===== src/assert_macros.svh =====
// Assertion helpers. The including module must have clk_i and rst_ni in scope.
`ifndef ASSERT_MACROS_SVH
`define ASSERT_MACROS_SVH

// Property checked at every rising clock edge outside reset.
`define DFE_ASSERT(lbl, prop, msg) \
  lbl: assert property (@(posedge clk_i) disable iff (!rst_ni) (prop)) else $error(msg);

// Condition that must never be seen outside reset.
`define DFE_ASSERT_NEVER(lbl, cond, msg) \
  `DFE_ASSERT(lbl, !(cond), msg)

`endif


===== src/dfe_pkg.sv =====
package dfe_pkg;

  localparam int unsigned CmdQueueDepth = 2;

  localparam int unsigned CharW = 8;
  localparam int unsigned CodeW = 27;

  // year = (code * YearRecip) >> YearShift, exact for every 27-bit code.
  localparam logic [26:0] YearRecip  = 27'd109951163;
  localparam int unsigned YearShift  = 40;
  localparam logic [13:0] YearDiv    = 14'd10000;
  // month = (rem * MonthRecip) >> MonthShift, exact for rem below 10000.
  localparam logic [12:0] MonthRecip = 13'd5243;
  localparam int unsigned MonthShift = 19;
  localparam logic [13:0] MonthDiv   = 14'd100;
  // quotient by ten for any 14-bit value.
  localparam logic [14:0] DigRecip   = 15'd26215;
  localparam int unsigned DigShift   = 18;

  localparam logic [7:0] ChPercent = 8'h25;
  localparam logic [7:0] ChZero    = 8'h30;
  localparam logic [7:0] ChUpY     = 8'h59;
  localparam logic [7:0] ChLowY    = 8'h79;
  localparam logic [7:0] ChLowM    = 8'h6d;
  localparam logic [7:0] ChLowD    = 8'h64;
  localparam logic [7:0] ChUpD     = 8'h44;
  localparam logic [7:0] ChUpM     = 8'h4d;

  typedef enum logic [2:0] {
    K_LIT,
    K_YEAR4,
    K_YEAR2,
    K_MON2,
    K_DAY2,
    K_DAYSFX,
    K_MONNAME
  } cmd_kind_e;

  typedef enum logic [1:0] {
    SFX_ST,
    SFX_ND,
    SFX_RD,
    SFX_TH
  } sfx_e;

  typedef struct packed {
    cmd_kind_e        kind;
    logic [CharW-1:0] ch;
    logic [CodeW-1:0] code;
  } cmd_t;

  typedef struct packed {
    logic full;
    logic empty;
  } q_stat_t;

  typedef struct packed {
    logic pending;
  } fe_stat_t;

  // Month names, left aligned and padded with blanks to nine bytes.
  function automatic logic [71:0] month_bytes(input logic [6:0] m);
    logic [71:0] r;
    case (m)
      7'd1:    r = "January  ";
      7'd2:    r = "February ";
      7'd3:    r = "March    ";
      7'd4:    r = "April    ";
      7'd5:    r = "May      ";
      7'd6:    r = "June     ";
      7'd7:    r = "July     ";
      7'd8:    r = "August   ";
      7'd9:    r = "September";
      7'd10:   r = "October  ";
      7'd11:   r = "November ";
      7'd12:   r = "December ";
      default: r = '0;
    endcase
    return r;
  endfunction

  function automatic logic [3:0] month_len(input logic [6:0] m);
    logic [3:0] r;
    case (m)
      7'd1:    r = 4'd7;
      7'd2:    r = 4'd8;
      7'd3:    r = 4'd5;
      7'd4:    r = 4'd5;
      7'd5:    r = 4'd3;
      7'd6:    r = 4'd4;
      7'd7:    r = 4'd4;
      7'd8:    r = 4'd6;
      7'd9:    r = 4'd9;
      7'd10:   r = 4'd7;
      7'd11:   r = 4'd8;
      7'd12:   r = 4'd8;
      default: r = 4'd0;
    endcase
    return r;
  endfunction

  function automatic logic [7:0] month_char(input logic [6:0] m, input logic [3:0] p);
    logic [71:0] name;
    logic [6:0]  base;
    name = month_bytes(m);
    base = {4'd8 - p, 3'b000};
    return name[base +: 8];
  endfunction

  function automatic logic [7:0] suffix_char(input sfx_e s, input logic p);
    logic [7:0] r;
    case (s)
      SFX_ST:  r = p ? 8'h74 : 8'h73;
      SFX_ND:  r = p ? 8'h64 : 8'h6e;
      SFX_RD:  r = p ? 8'h64 : 8'h72;
      default: r = p ? 8'h68 : 8'h74;
    endcase
    return r;
  endfunction

endpackage


===== src/dfe_if.sv =====
interface dfe_in_if;
  logic        valid;
  logic        ready;
  logic [7:0]  format_char;
  logic        is_last_char;
  logic [26:0] date_code;

  modport source (output valid, output format_char, output is_last_char,
                  output date_code, input ready);
  modport sink (input valid, input format_char, input is_last_char,
                input date_code, output ready);
endinterface

interface dfe_out_if;
  logic       valid;
  logic       ready;
  logic [7:0] out_char;
  logic       run_last;

  modport source (output valid, output out_char, output run_last, input ready);
  modport sink (input valid, input out_char, input run_last, output ready);
endinterface


===== src/dfe_front.sv =====
module dfe_front (
  input  logic              clk_i,
  input  logic              rst_ni,
  dfe_in_if.sink            in_i,
  input  dfe_pkg::q_stat_t  q_stat_i,
  output logic              push_o,
  output dfe_pkg::cmd_t     cmd_o,
  output dfe_pkg::fe_stat_t stat_o
);

  logic pending_q, pending_d;
  logic accept;

  assign in_i.ready = !q_stat_i.full;
  assign accept     = in_i.valid && in_i.ready;

  always_comb begin
    pending_d  = pending_q;
    push_o     = 1'b0;
    cmd_o.kind = dfe_pkg::K_LIT;
    cmd_o.ch   = in_i.format_char;
    cmd_o.code = in_i.date_code;
    if (pending_q) begin
      unique case (in_i.format_char)
        dfe_pkg::ChUpY:  cmd_o.kind = dfe_pkg::K_YEAR4;
        dfe_pkg::ChLowY: cmd_o.kind = dfe_pkg::K_YEAR2;
        dfe_pkg::ChLowM: cmd_o.kind = dfe_pkg::K_MON2;
        dfe_pkg::ChLowD: cmd_o.kind = dfe_pkg::K_DAY2;
        dfe_pkg::ChUpD:  cmd_o.kind = dfe_pkg::K_DAYSFX;
        dfe_pkg::ChUpM:  cmd_o.kind = dfe_pkg::K_MONNAME;
        default:         cmd_o.kind = dfe_pkg::K_LIT;
      endcase
    end
    if (accept) begin
      if (pending_q) begin
        pending_d = 1'b0;
        push_o    = 1'b1;
      end else if (in_i.format_char == dfe_pkg::ChPercent && !in_i.is_last_char) begin
        // A specifier opens: nothing goes to the queue for this word.
        pending_d = 1'b1;
      end else begin
        push_o = 1'b1;
      end
    end
  end

  always_ff @(posedge clk_i or negedge rst_ni) begin
    if (!rst_ni) begin
      pending_q <= 1'b0;
    end else begin
      pending_q <= pending_d;
    end
  end

  assign stat_o.pending = pending_q;

endmodule


===== src/dfe_cmd_fifo.sv =====
module dfe_cmd_fifo #(
  parameter int unsigned DEPTH = dfe_pkg::CmdQueueDepth
) (
  input  logic             clk_i,
  input  logic             rst_ni,
  input  logic             push_i,
  input  dfe_pkg::cmd_t    cmd_i,
  input  logic             pop_i,
  output dfe_pkg::cmd_t    cmd_o,
  output dfe_pkg::q_stat_t stat_o
);

  localparam int unsigned PtrW = (DEPTH > 1) ? $clog2(DEPTH) : 1;
  localparam int unsigned CntW = $clog2(DEPTH + 1);

  dfe_pkg::cmd_t    mem_q [DEPTH];
  logic [PtrW-1:0]  wr_q, rd_q;
  logic [CntW-1:0]  cnt_q;
  logic             do_push, do_pop;

  assign stat_o.full  = (cnt_q == CntW'(DEPTH));
  assign stat_o.empty = (cnt_q == '0);
  assign do_push      = push_i && !stat_o.full;
  assign do_pop       = pop_i && !stat_o.empty;
  assign cmd_o        = mem_q[rd_q];

  function automatic logic [PtrW-1:0] next_ptr(input logic [PtrW-1:0] p);
    return (p == PtrW'(DEPTH - 1)) ? '0 : p + 1'b1;
  endfunction

  always_ff @(posedge clk_i) begin
    if (do_push) begin
      mem_q[wr_q] <= cmd_i;
    end
  end

  always_ff @(posedge clk_i or negedge rst_ni) begin
    if (!rst_ni) begin
      wr_q  <= '0;
      rd_q  <= '0;
      cnt_q <= '0;
    end else begin
      if (do_push) begin
        wr_q <= next_ptr(wr_q);
      end
      if (do_pop) begin
        rd_q <= next_ptr(rd_q);
      end
      if (do_push && !do_pop) begin
        cnt_q <= cnt_q + 1'b1;
      end else if (do_pop && !do_push) begin
        cnt_q <= cnt_q - 1'b1;
      end
    end
  end

endmodule


===== src/dfe_back.sv =====
module dfe_back (
  input  logic             clk_i,
  input  logic             rst_ni,
  input  dfe_pkg::cmd_t    cmd_i,
  input  dfe_pkg::q_stat_t q_stat_i,
  output logic             pop_o,
  dfe_out_if.source        out_o
);

  localparam logic [2:0] ST_IDLE = 3'd0;
  localparam logic [2:0] ST_YEAR = 3'd1;
  localparam logic [2:0] ST_REM  = 3'd2;
  localparam logic [2:0] ST_MON  = 3'd3;
  localparam logic [2:0] ST_DAY  = 3'd4;
  localparam logic [2:0] ST_CONV = 3'd5;
  localparam logic [2:0] ST_DIG  = 3'd6;
  localparam logic [2:0] ST_TEXT = 3'd7;

  logic [2:0]          state_q, state_d;
  dfe_pkg::cmd_kind_e  kind_q, kind_d;
  logic [26:0]         code_q, code_d;
  logic [13:0]         year_q, year_d;
  logic [13:0]         rem_q, rem_d;
  logic [6:0]          month_q, month_d;
  logic [6:0]          day_q, day_d;
  logic [13:0]         v_q, v_d;
  logic [2:0]          cnt_q, cnt_d;
  logic [2:0]          mind_q, mind_d;
  logic [3:0]          pos_q, pos_d;
  logic [3:0]          dig_q [5];
  logic [3:0]          dig_d [5];
  logic                ov_q, ov_d;
  logic [7:0]          och_q, och_d;
  logic                olast_q, olast_d;

  logic                can_emit;
  logic [53:0]         yprod;
  logic [27:0]         ymul;
  logic [26:0]         mprod;
  logic [28:0]         cprod;
  logic [10:0]         quo;
  logic [3:0]          digit;
  logic [2:0]          ndig;
  logic [2:0]          pos_start;
  logic [3:0]          text_len;
  dfe_pkg::sfx_e       sfx;

  assign can_emit = !ov_q || out_o.ready;

  assign yprod = 54'(code_q) * 54'(dfe_pkg::YearRecip);
  assign ymul  = 28'(year_q) * 28'(dfe_pkg::YearDiv);
  assign mprod = 27'(rem_q) * 27'(dfe_pkg::MonthRecip);
  assign cprod = 29'(v_q) * 29'(dfe_pkg::DigRecip);
  assign quo   = cprod[28:dfe_pkg::DigShift];
  assign digit = 4'(v_q - 14'(quo) * 14'd10);
  assign ndig  = cnt_q + 3'd1;

  always_comb begin
    if (kind_q == dfe_pkg::K_YEAR2) begin
      pos_start = 3'd1;
    end else if (ndig > mind_q) begin
      pos_start = ndig - 3'd1;
    end else begin
      pos_start = mind_q - 3'd1;
    end
  end

  // The first converted digit of the day is day mod ten.
  always_comb begin
    if (day_q >= 7'd11 && day_q <= 7'd13) begin
      sfx = dfe_pkg::SFX_TH;
    end else begin
      case (dig_q[0])
        4'd1:    sfx = dfe_pkg::SFX_ST;
        4'd2:    sfx = dfe_pkg::SFX_ND;
        4'd3:    sfx = dfe_pkg::SFX_RD;
        default: sfx = dfe_pkg::SFX_TH;
      endcase
    end
  end

  assign text_len = (kind_q == dfe_pkg::K_MONNAME) ? dfe_pkg::month_len(month_q) : 4'd2;

  always_comb begin
    state_d = state_q;
    kind_d  = kind_q;
    code_d  = code_q;
    year_d  = year_q;
    rem_d   = rem_q;
    month_d = month_q;
    day_d   = day_q;
    v_d     = v_q;
    cnt_d   = cnt_q;
    mind_d  = mind_q;
    pos_d   = pos_q;
    dig_d   = dig_q;
    och_d   = och_q;
    olast_d = olast_q;
    ov_d    = ov_q && !out_o.ready;
    pop_o   = 1'b0;

    unique case (state_q)
      ST_IDLE: begin
        if (!q_stat_i.empty) begin
          if (cmd_i.kind == dfe_pkg::K_LIT) begin
            if (can_emit) begin
              pop_o   = 1'b1;
              ov_d    = 1'b1;
              och_d   = cmd_i.ch;
              olast_d = 1'b1;
            end
          end else begin
            pop_o   = 1'b1;
            kind_d  = cmd_i.kind;
            code_d  = cmd_i.code;
            state_d = ST_YEAR;
          end
        end
      end
      ST_YEAR: begin
        year_d  = yprod[53:dfe_pkg::YearShift];
        state_d = ST_REM;
      end
      ST_REM: begin
        rem_d   = 14'(code_q - ymul[26:0]);
        state_d = ST_MON;
      end
      ST_MON: begin
        month_d = mprod[25:dfe_pkg::MonthShift];
        state_d = ST_DAY;
      end
      ST_DAY: begin
        day_d = 7'(rem_q - 14'(month_q) * dfe_pkg::MonthDiv);
        for (int i = 0; i < 5; i++) begin
          dig_d[i] = '0;
        end
        cnt_d   = '0;
        state_d = ST_CONV;
        case (kind_q)
          dfe_pkg::K_YEAR4: begin
            v_d    = year_q;
            mind_d = 3'd4;
          end
          dfe_pkg::K_YEAR2: begin
            v_d    = year_q;
            mind_d = 3'd2;
          end
          dfe_pkg::K_MON2: begin
            v_d    = 14'(month_q);
            mind_d = 3'd2;
          end
          dfe_pkg::K_DAY2: begin
            v_d    = 14'(day_d);
            mind_d = 3'd2;
          end
          dfe_pkg::K_DAYSFX: begin
            v_d    = 14'(day_d);
            mind_d = 3'd1;
          end
          default: begin
            // Month name: no digits; an out-of-range month produces no word.
            v_d    = '0;
            mind_d = 3'd1;
            pos_d  = '0;
            if (month_q >= 7'd1 && month_q <= 7'd12) begin
              state_d = ST_TEXT;
            end else begin
              state_d = ST_IDLE;
            end
          end
        endcase
      end
      ST_CONV: begin
        dig_d[cnt_q] = digit;
        if (quo == '0) begin
          pos_d   = 4'(pos_start);
          state_d = ST_DIG;
        end else begin
          v_d   = 14'(quo);
          cnt_d = cnt_q + 3'd1;
        end
      end
      ST_DIG: begin
        if (can_emit) begin
          ov_d    = 1'b1;
          och_d   = dfe_pkg::ChZero + 8'(dig_q[pos_q[2:0]]);
          olast_d = (pos_q == '0) && (kind_q != dfe_pkg::K_DAYSFX);
          if (pos_q == '0) begin
            state_d = (kind_q == dfe_pkg::K_DAYSFX) ? ST_TEXT : ST_IDLE;
          end else begin
            pos_d = pos_q - 4'd1;
          end
        end
      end
      ST_TEXT: begin
        if (can_emit) begin
          ov_d  = 1'b1;
          och_d = (kind_q == dfe_pkg::K_MONNAME) ? dfe_pkg::month_char(month_q, pos_q)
                                                 : dfe_pkg::suffix_char(sfx, pos_q[0]);
          olast_d = (pos_q == text_len - 4'd1);
          if (pos_q == text_len - 4'd1) begin
            state_d = ST_IDLE;
          end else begin
            pos_d = pos_q + 4'd1;
          end
        end
      end
      default: state_d = ST_IDLE;
    endcase
  end

  always_ff @(posedge clk_i or negedge rst_ni) begin
    if (!rst_ni) begin
      state_q <= ST_IDLE;
      ov_q    <= 1'b0;
    end else begin
      state_q <= state_d;
      ov_q    <= ov_d;
    end
  end

  always_ff @(posedge clk_i) begin
    kind_q  <= kind_d;
    code_q  <= code_d;
    year_q  <= year_d;
    rem_q   <= rem_d;
    month_q <= month_d;
    day_q   <= day_d;
    v_q     <= v_d;
    cnt_q   <= cnt_d;
    mind_q  <= mind_d;
    pos_q   <= pos_d;
    dig_q   <= dig_d;
    och_q   <= och_d;
    olast_q <= olast_d;
  end

  assign out_o.valid    = ov_q;
  assign out_o.out_char = och_q;
  assign out_o.run_last = olast_q;

endmodule


===== src/date_format_expander_top.sv =====
// Date format expander: takes one format-string byte per input word together
// with a date coded as year*10000 + month*100 + day, and writes the expanded
// text one byte per output word, with run_last set on the last byte of each
// input word. The front end takes one input word per cycle while the command
// queue has room; an opening '%' is absorbed there and produces no output.
// Plain bytes leave the back end one per cycle unless the output stalls.
// A specifier leaves the queue, then the back end splits the date in ST_YEAR,
// ST_REM, ST_MON and ST_DAY (reciprocal multiplies for /10000 and /100),
// converts its decimal digits in ST_CONV (a multiply by the reciprocal of
// ten) and emits its bytes from ST_DIG and ST_TEXT. The back end takes no new
// command until it is done with the last one, and this serial back end sets
// the sustained rate.
`include "assert_macros.svh"

module date_format_expander_top #(
  parameter int unsigned QUEUE_DEPTH = dfe_pkg::CmdQueueDepth
) (
  input  logic       clk_i,
  input  logic       rst_ni,
  dfe_in_if.sink     in_i,
  dfe_out_if.source  out_o
);

  logic              push;
  logic              pop;
  dfe_pkg::cmd_t     cmd_in;
  dfe_pkg::cmd_t     cmd_head;
  dfe_pkg::q_stat_t  q_stat;
  dfe_pkg::fe_stat_t fe_stat;
  logic              in_acc;
  logic              pct_open;

  dfe_front u_front (
    .clk_i    (clk_i),
    .rst_ni   (rst_ni),
    .in_i     (in_i),
    .q_stat_i (q_stat),
    .push_o   (push),
    .cmd_o    (cmd_in),
    .stat_o   (fe_stat)
  );

  dfe_cmd_fifo #(
    .DEPTH (QUEUE_DEPTH)
  ) u_fifo (
    .clk_i  (clk_i),
    .rst_ni (rst_ni),
    .push_i (push),
    .cmd_i  (cmd_in),
    .pop_i  (pop),
    .cmd_o  (cmd_head),
    .stat_o (q_stat)
  );

  dfe_back u_back (
    .clk_i    (clk_i),
    .rst_ni   (rst_ni),
    .cmd_i    (cmd_head),
    .q_stat_i (q_stat),
    .pop_o    (pop),
    .out_o    (out_o)
  );

  assign in_acc   = in_i.valid && in_i.ready;
  assign pct_open = in_acc && !fe_stat.pending && (in_i.format_char == dfe_pkg::ChPercent)
                    && !in_i.is_last_char;

  `DFE_ASSERT(a_pct_arms, pct_open |=> fe_stat.pending, "opening percent did not arm")
  `DFE_ASSERT(a_spec_clears, (in_acc && fe_stat.pending) |=> !fe_stat.pending,
              "specifier byte left percent pending")
  `DFE_ASSERT_NEVER(a_push_full, push && q_stat.full, "command pushed into full queue")
  `DFE_ASSERT_NEVER(a_pop_empty, pop && q_stat.empty, "command popped from empty queue")

endmodule

===== src/flat_wrapper.sv =====
// flat-port wrapper written by rule: the top's interface ports become plain ports
module date_format_expander_top_flat 
#(
  parameter int unsigned QUEUE_DEPTH = dfe_pkg::CmdQueueDepth
)
  (clk_i, rst_ni, in_i_valid, in_i_format_char, in_i_is_last_char, in_i_date_code, in_i_ready, out_o_valid, out_o_out_char, out_o_run_last, out_o_ready);
  dfe_in_if in_i_i ();
  dfe_out_if out_o_i ();
  input  logic clk_i;
  input  logic rst_ni;
  input wire logic [$bits(in_i_i.valid)-1:0] in_i_valid;
  input wire logic [$bits(in_i_i.format_char)-1:0] in_i_format_char;
  input wire logic [$bits(in_i_i.is_last_char)-1:0] in_i_is_last_char;
  input wire logic [$bits(in_i_i.date_code)-1:0] in_i_date_code;
  output wire logic [$bits(in_i_i.ready)-1:0] in_i_ready;
  output wire logic [$bits(out_o_i.valid)-1:0] out_o_valid;
  output wire logic [$bits(out_o_i.out_char)-1:0] out_o_out_char;
  output wire logic [$bits(out_o_i.run_last)-1:0] out_o_run_last;
  input wire logic [$bits(out_o_i.ready)-1:0] out_o_ready;
  assign in_i_i.valid = in_i_valid;
  assign in_i_i.format_char = in_i_format_char;
  assign in_i_i.is_last_char = in_i_is_last_char;
  assign in_i_i.date_code = in_i_date_code;
  assign in_i_ready = in_i_i.ready;
  assign out_o_valid = out_o_i.valid;
  assign out_o_out_char = out_o_i.out_char;
  assign out_o_run_last = out_o_i.run_last;
  assign out_o_i.ready = out_o_ready;
  date_format_expander_top #(.QUEUE_DEPTH(QUEUE_DEPTH)) u_core (.clk_i(clk_i), .rst_ni(rst_ni), .in_i(in_i_i), .out_o(out_o_i));
endmodule

===== config.mk =====
export PLATFORM = sky130hd
export DESIGN_NAME = date_format_expander_top_flat
export DESIGN_NICKNAME = d
export VERILOG_FILES = /design/src/dfe_pkg.sv /design/src/dfe_if.sv /design/src/dfe_front.sv /design/src/dfe_cmd_fifo.sv /design/src/dfe_back.sv /design/src/date_format_expander_top.sv /design/src/flat_wrapper.sv
export VERILOG_INCLUDE_DIRS = /design/src /design/src/src
export SDC_FILE = /design/constraint.sdc
export NUM_CORES = 2
export LEC_CHECK = 0
export BUFFER_PORTS_ARGS = -buffer_cell sky130_fd_sc_hd__clkbuf_2
export CAP_MARGIN = 20
export CORE_UTILIZATION = 65
export DETAILED_ROUTE_END_ITERATION = 7
export PLACE_DENSITY_LB_ADDON = 0.2
export SKIP_CTS_REPAIR_TIMING = 1
export SLEW_MARGIN = 20
export SYNTH_ARGS = -nofsm -noshare
export SYNTH_HDL_FRONTEND = slang
export SYNTH_SLANG_ARGS = --single-unit

===== constraint.sdc =====
create_clock -name clk_i -period 7.4 [get_ports clk_i]
set_clock_uncertainty 0.15 [all_clocks]
set_input_delay 1.11 -clock clk_i [delete_from_list [all_inputs] [get_ports clk_i]]
set_output_delay 1.11 -clock clk_i [all_outputs]
set_load 0.02 [all_outputs]

==> impl_metrics.json <==
{
  "fin_setup_tns_ns": 0,
  "netlist_instances": 2801,
  "timing.rr.end": "u_core.u_back.year_q[1]",
  "multi_input_area_mm2": 0.02098,
  "clkTransAtPathRegs_ns": 0.06,
  "avgSynthCellArea_um2": 11.05,
  "synth_top_cell_by_area": "fa_1",
  "coreArea_mm2": 0.04675,
  "yosysTopAreaCellShare_pct": 29.51,
  "slew_violations": 0,
  "hold_viol": 0,
  "grt_pass1_vias": 21560,
  "relSlewSlack_pct": 40.88,
  "clk_latency_ns": 0.61,
  "grt_pass1_wl_um": 118900,
  "ys_seq_elements": 254,
  "cap_violations": 0,
  "synth-main-ff-cell": "edfxtp_1",
  "tightest_slew_ns": 0.8838,
  "drt_iter0_markers": 1488,
  "place_hpwl_um": 64020,
  "yosysSeqAreaShare_pct": 23.08,
  "cts_sinks": 254,
  "antenna_cells": 0,
  "clockBufferDepth": 3,
  "period_needed_ns": 7.255,
  "min_period_over_period_pct": 98.04,
  "die_h_um": 220.2,
  "worstPathRequired_ns": 7.61,
  "min_path_type": "primary input to async pin",
  "seqCellArea_mm2": 0.007143,
  "fin_nets": 3911,
  "async_flop_share_pct": 3.543,
  "setup_slack_ns": 0.1449,
  "cp-startpoint": "u_core.u_back.code_q[7]",
  "firstDrtPassIters": 8,
  "die_w_um": 220.2,
  "cp_max_fo": 6,
  "stdcell_area_mm2": 0.03342,
  "violations": "DRC",
  "portBuffers": 50,
  "critical_path_arrival_ns": 7.46,
  "die-area_mm2": 0.04847,
  "syn-num-nets": 3805,
  "r2r-start": "u_core.u_back.code_q[7]",
  "r2r_cells": 23,
  "place_congestion": 1.040,
  "path_class": "flop to flop",
  "ios": 51,
  "critPathLaunchType": "flop",
  "synth.distinct_cells": 73,
  "dp_slack_ns": 0.05899,
  "yosysWarnings": 0,
  "vias": 20290,
  "gr-total-overflow": 0,
  "cts_buffers": 30,
  "cts_tree": "yes",
  "routed_via_density": 5.735,
  "drt-total-wl_um": 75930,
  "syn2layout_area_growth_pct": 8.011,
  "cts_root_buf": "clkbuf_16",
  "fill_cells": 3420,
  "r2r_slack_ns": 0.14,
  "post_drt_wl_per_cell_um": 21.46,
  "rows": 79,
  "start_util_pct": 66.17,
  "status": "finished, violations left",
  "grt_max_degree": 40,
  "antenna_found_initial": 2,
  "drive_gt1_share_pct": 8.086,
  "htree_levels": 1,
  "grt_usage_pct": 32.99,
  "place_area_mm2": 0.03220,
  "synth.cell_area_mm2": 0.03094,
  "fmax_mhz": 137.8,
  "synth_area_leaders": "fa_1 30%, ha_1 21%, edfxtp_1 20%, inv_1 9.0%, dfxtp_1 2.8%",
  "rsz0062_at_grt": "no",
  "cp-end-kind": "flop",
  "ant_nets": 0,
  "synth-edff-count": 201,
  "drc": 4,
  "setup-violations-final": 0
}
[final cells by class]
type	instances	area share, %
clock buffer	38	2.651
clock inverter	18	0.4905
inverter	741	8.323
multi-input combinational	1770	62.79
sequential	254	21.38
tap	607	2.273
timing repair buffer	110	2.097
[cell usage in the layout (no fill, tap or decap), types with 31 or more instances in the layout]
cell and instances:
inv_1 738, dfxtp_1 44, fa_1 456, ha_1 506, clkbuf_2 50, nor3_1 34, a21oi_1 73, nand2_1 86
buf_4 60, edfxtp_1 201, clkbuf_16 34, xor2_1 31, nor2_1 103, mux2_2 33, a21o_1 50, xnor2_1 51
o21ai_0 47, mux2i_1 35
[critical path, cell delays in order (launching register included)]
cell and delay (ns):
edfxtp_1 0.51, buf_4 0.23, fa_1 0.43, inv_1 0.09, fa_1 0.47, fa_1 0.55, inv_1 0.07, fa_1 0.52
inv_1 0.06, fa_1 0.47, fa_1 0.56, inv_1 0.05, ha_1 0.28, o21a_1 0.15, and4_1 0.25, a22oi_2 0.25
nor3_1 0.10, a211oi_1 0.39, o41ai_1 0.19, a41oi_1 0.39, o21ai_0 0.22, a311oi_1 0.37, xnor2_1 0.11, buf_4 0.17
[worst max-delay path by stage]
stage / end / slack (ns) / cells after the start
after CTS: u_core.u_back.year_q[12] / -0.02 / 23
after global routing: u_core.u_back.pos_q[3] / 0.003 / 23
after global placement: u_core.u_back.year_q[12] / 0.15 / 23
after floorplan: u_core.u_back.year_q[12] / 0.62 / 22
after detailed placement: u_core.u_back.year_q[12] / 0.06 / 23
final: u_core.u_back.year_q[1] / 0.14 / 23
[synth_stat cells, types with 34 or more instances]
library cell,instances
mux2i_1,35
a21o_1,51
inv_1,740
nand2_1,86
ha_1,508
xnor2_1,52
edfxtp_1,201
nor2_1,103
nor3_1,34
a21oi_1,74
dfxtp_1,44
fa_1,456
o21ai_0,48
[per-layer routing]
metal / global-route usage, % / part of all wire (%) / vias up
li1: - / - / 9320
met1: 47.33 / 43 / 10120
met2: 49.55 / 44 / 728
met3: 8.687 / 9.3 / 120
met4: 9.655 / 2.9 / 2
met5: 0 / 0.012 / -
[through the flow]
| stage | utilization [%] | hold WS [ns] | std cells |
|---|---|---|---|
| 2_1_floorplan | - | 0.3055 | 2801 |
| 3_3_place_gp | 68.88 | 0.3320 | 3470 |
| 3_5_place_dp | 68.88 | 0.3525 | 3470 |
| 4_1_cts | 71.12 | 0.2460 | 3526 |
| 5_1_grt | 71.47 | 0.2565 | 3538 |
| 6_report | 71.47 | 0.2489 | 3538 |
[cell families (layout without fill, tap and decap cells)]
family	count (synthesis)	after routing	synth area share, %
flip-flops	254	254	23.08
AND/OR/NAND/NOR	334	334	5.189
buffers and inverters	777	907	9.435
AO/OA/AOI/OAI	310	310	6.758
adder cells (fa/ha/maj)	964	964	50.05
XOR/XNOR	83	83	2.350
multiplexers	79	79	3.134
Power is not shown: default switching activity piles up to over one toggle a cycle in this logic, so the estimate is an artifact.
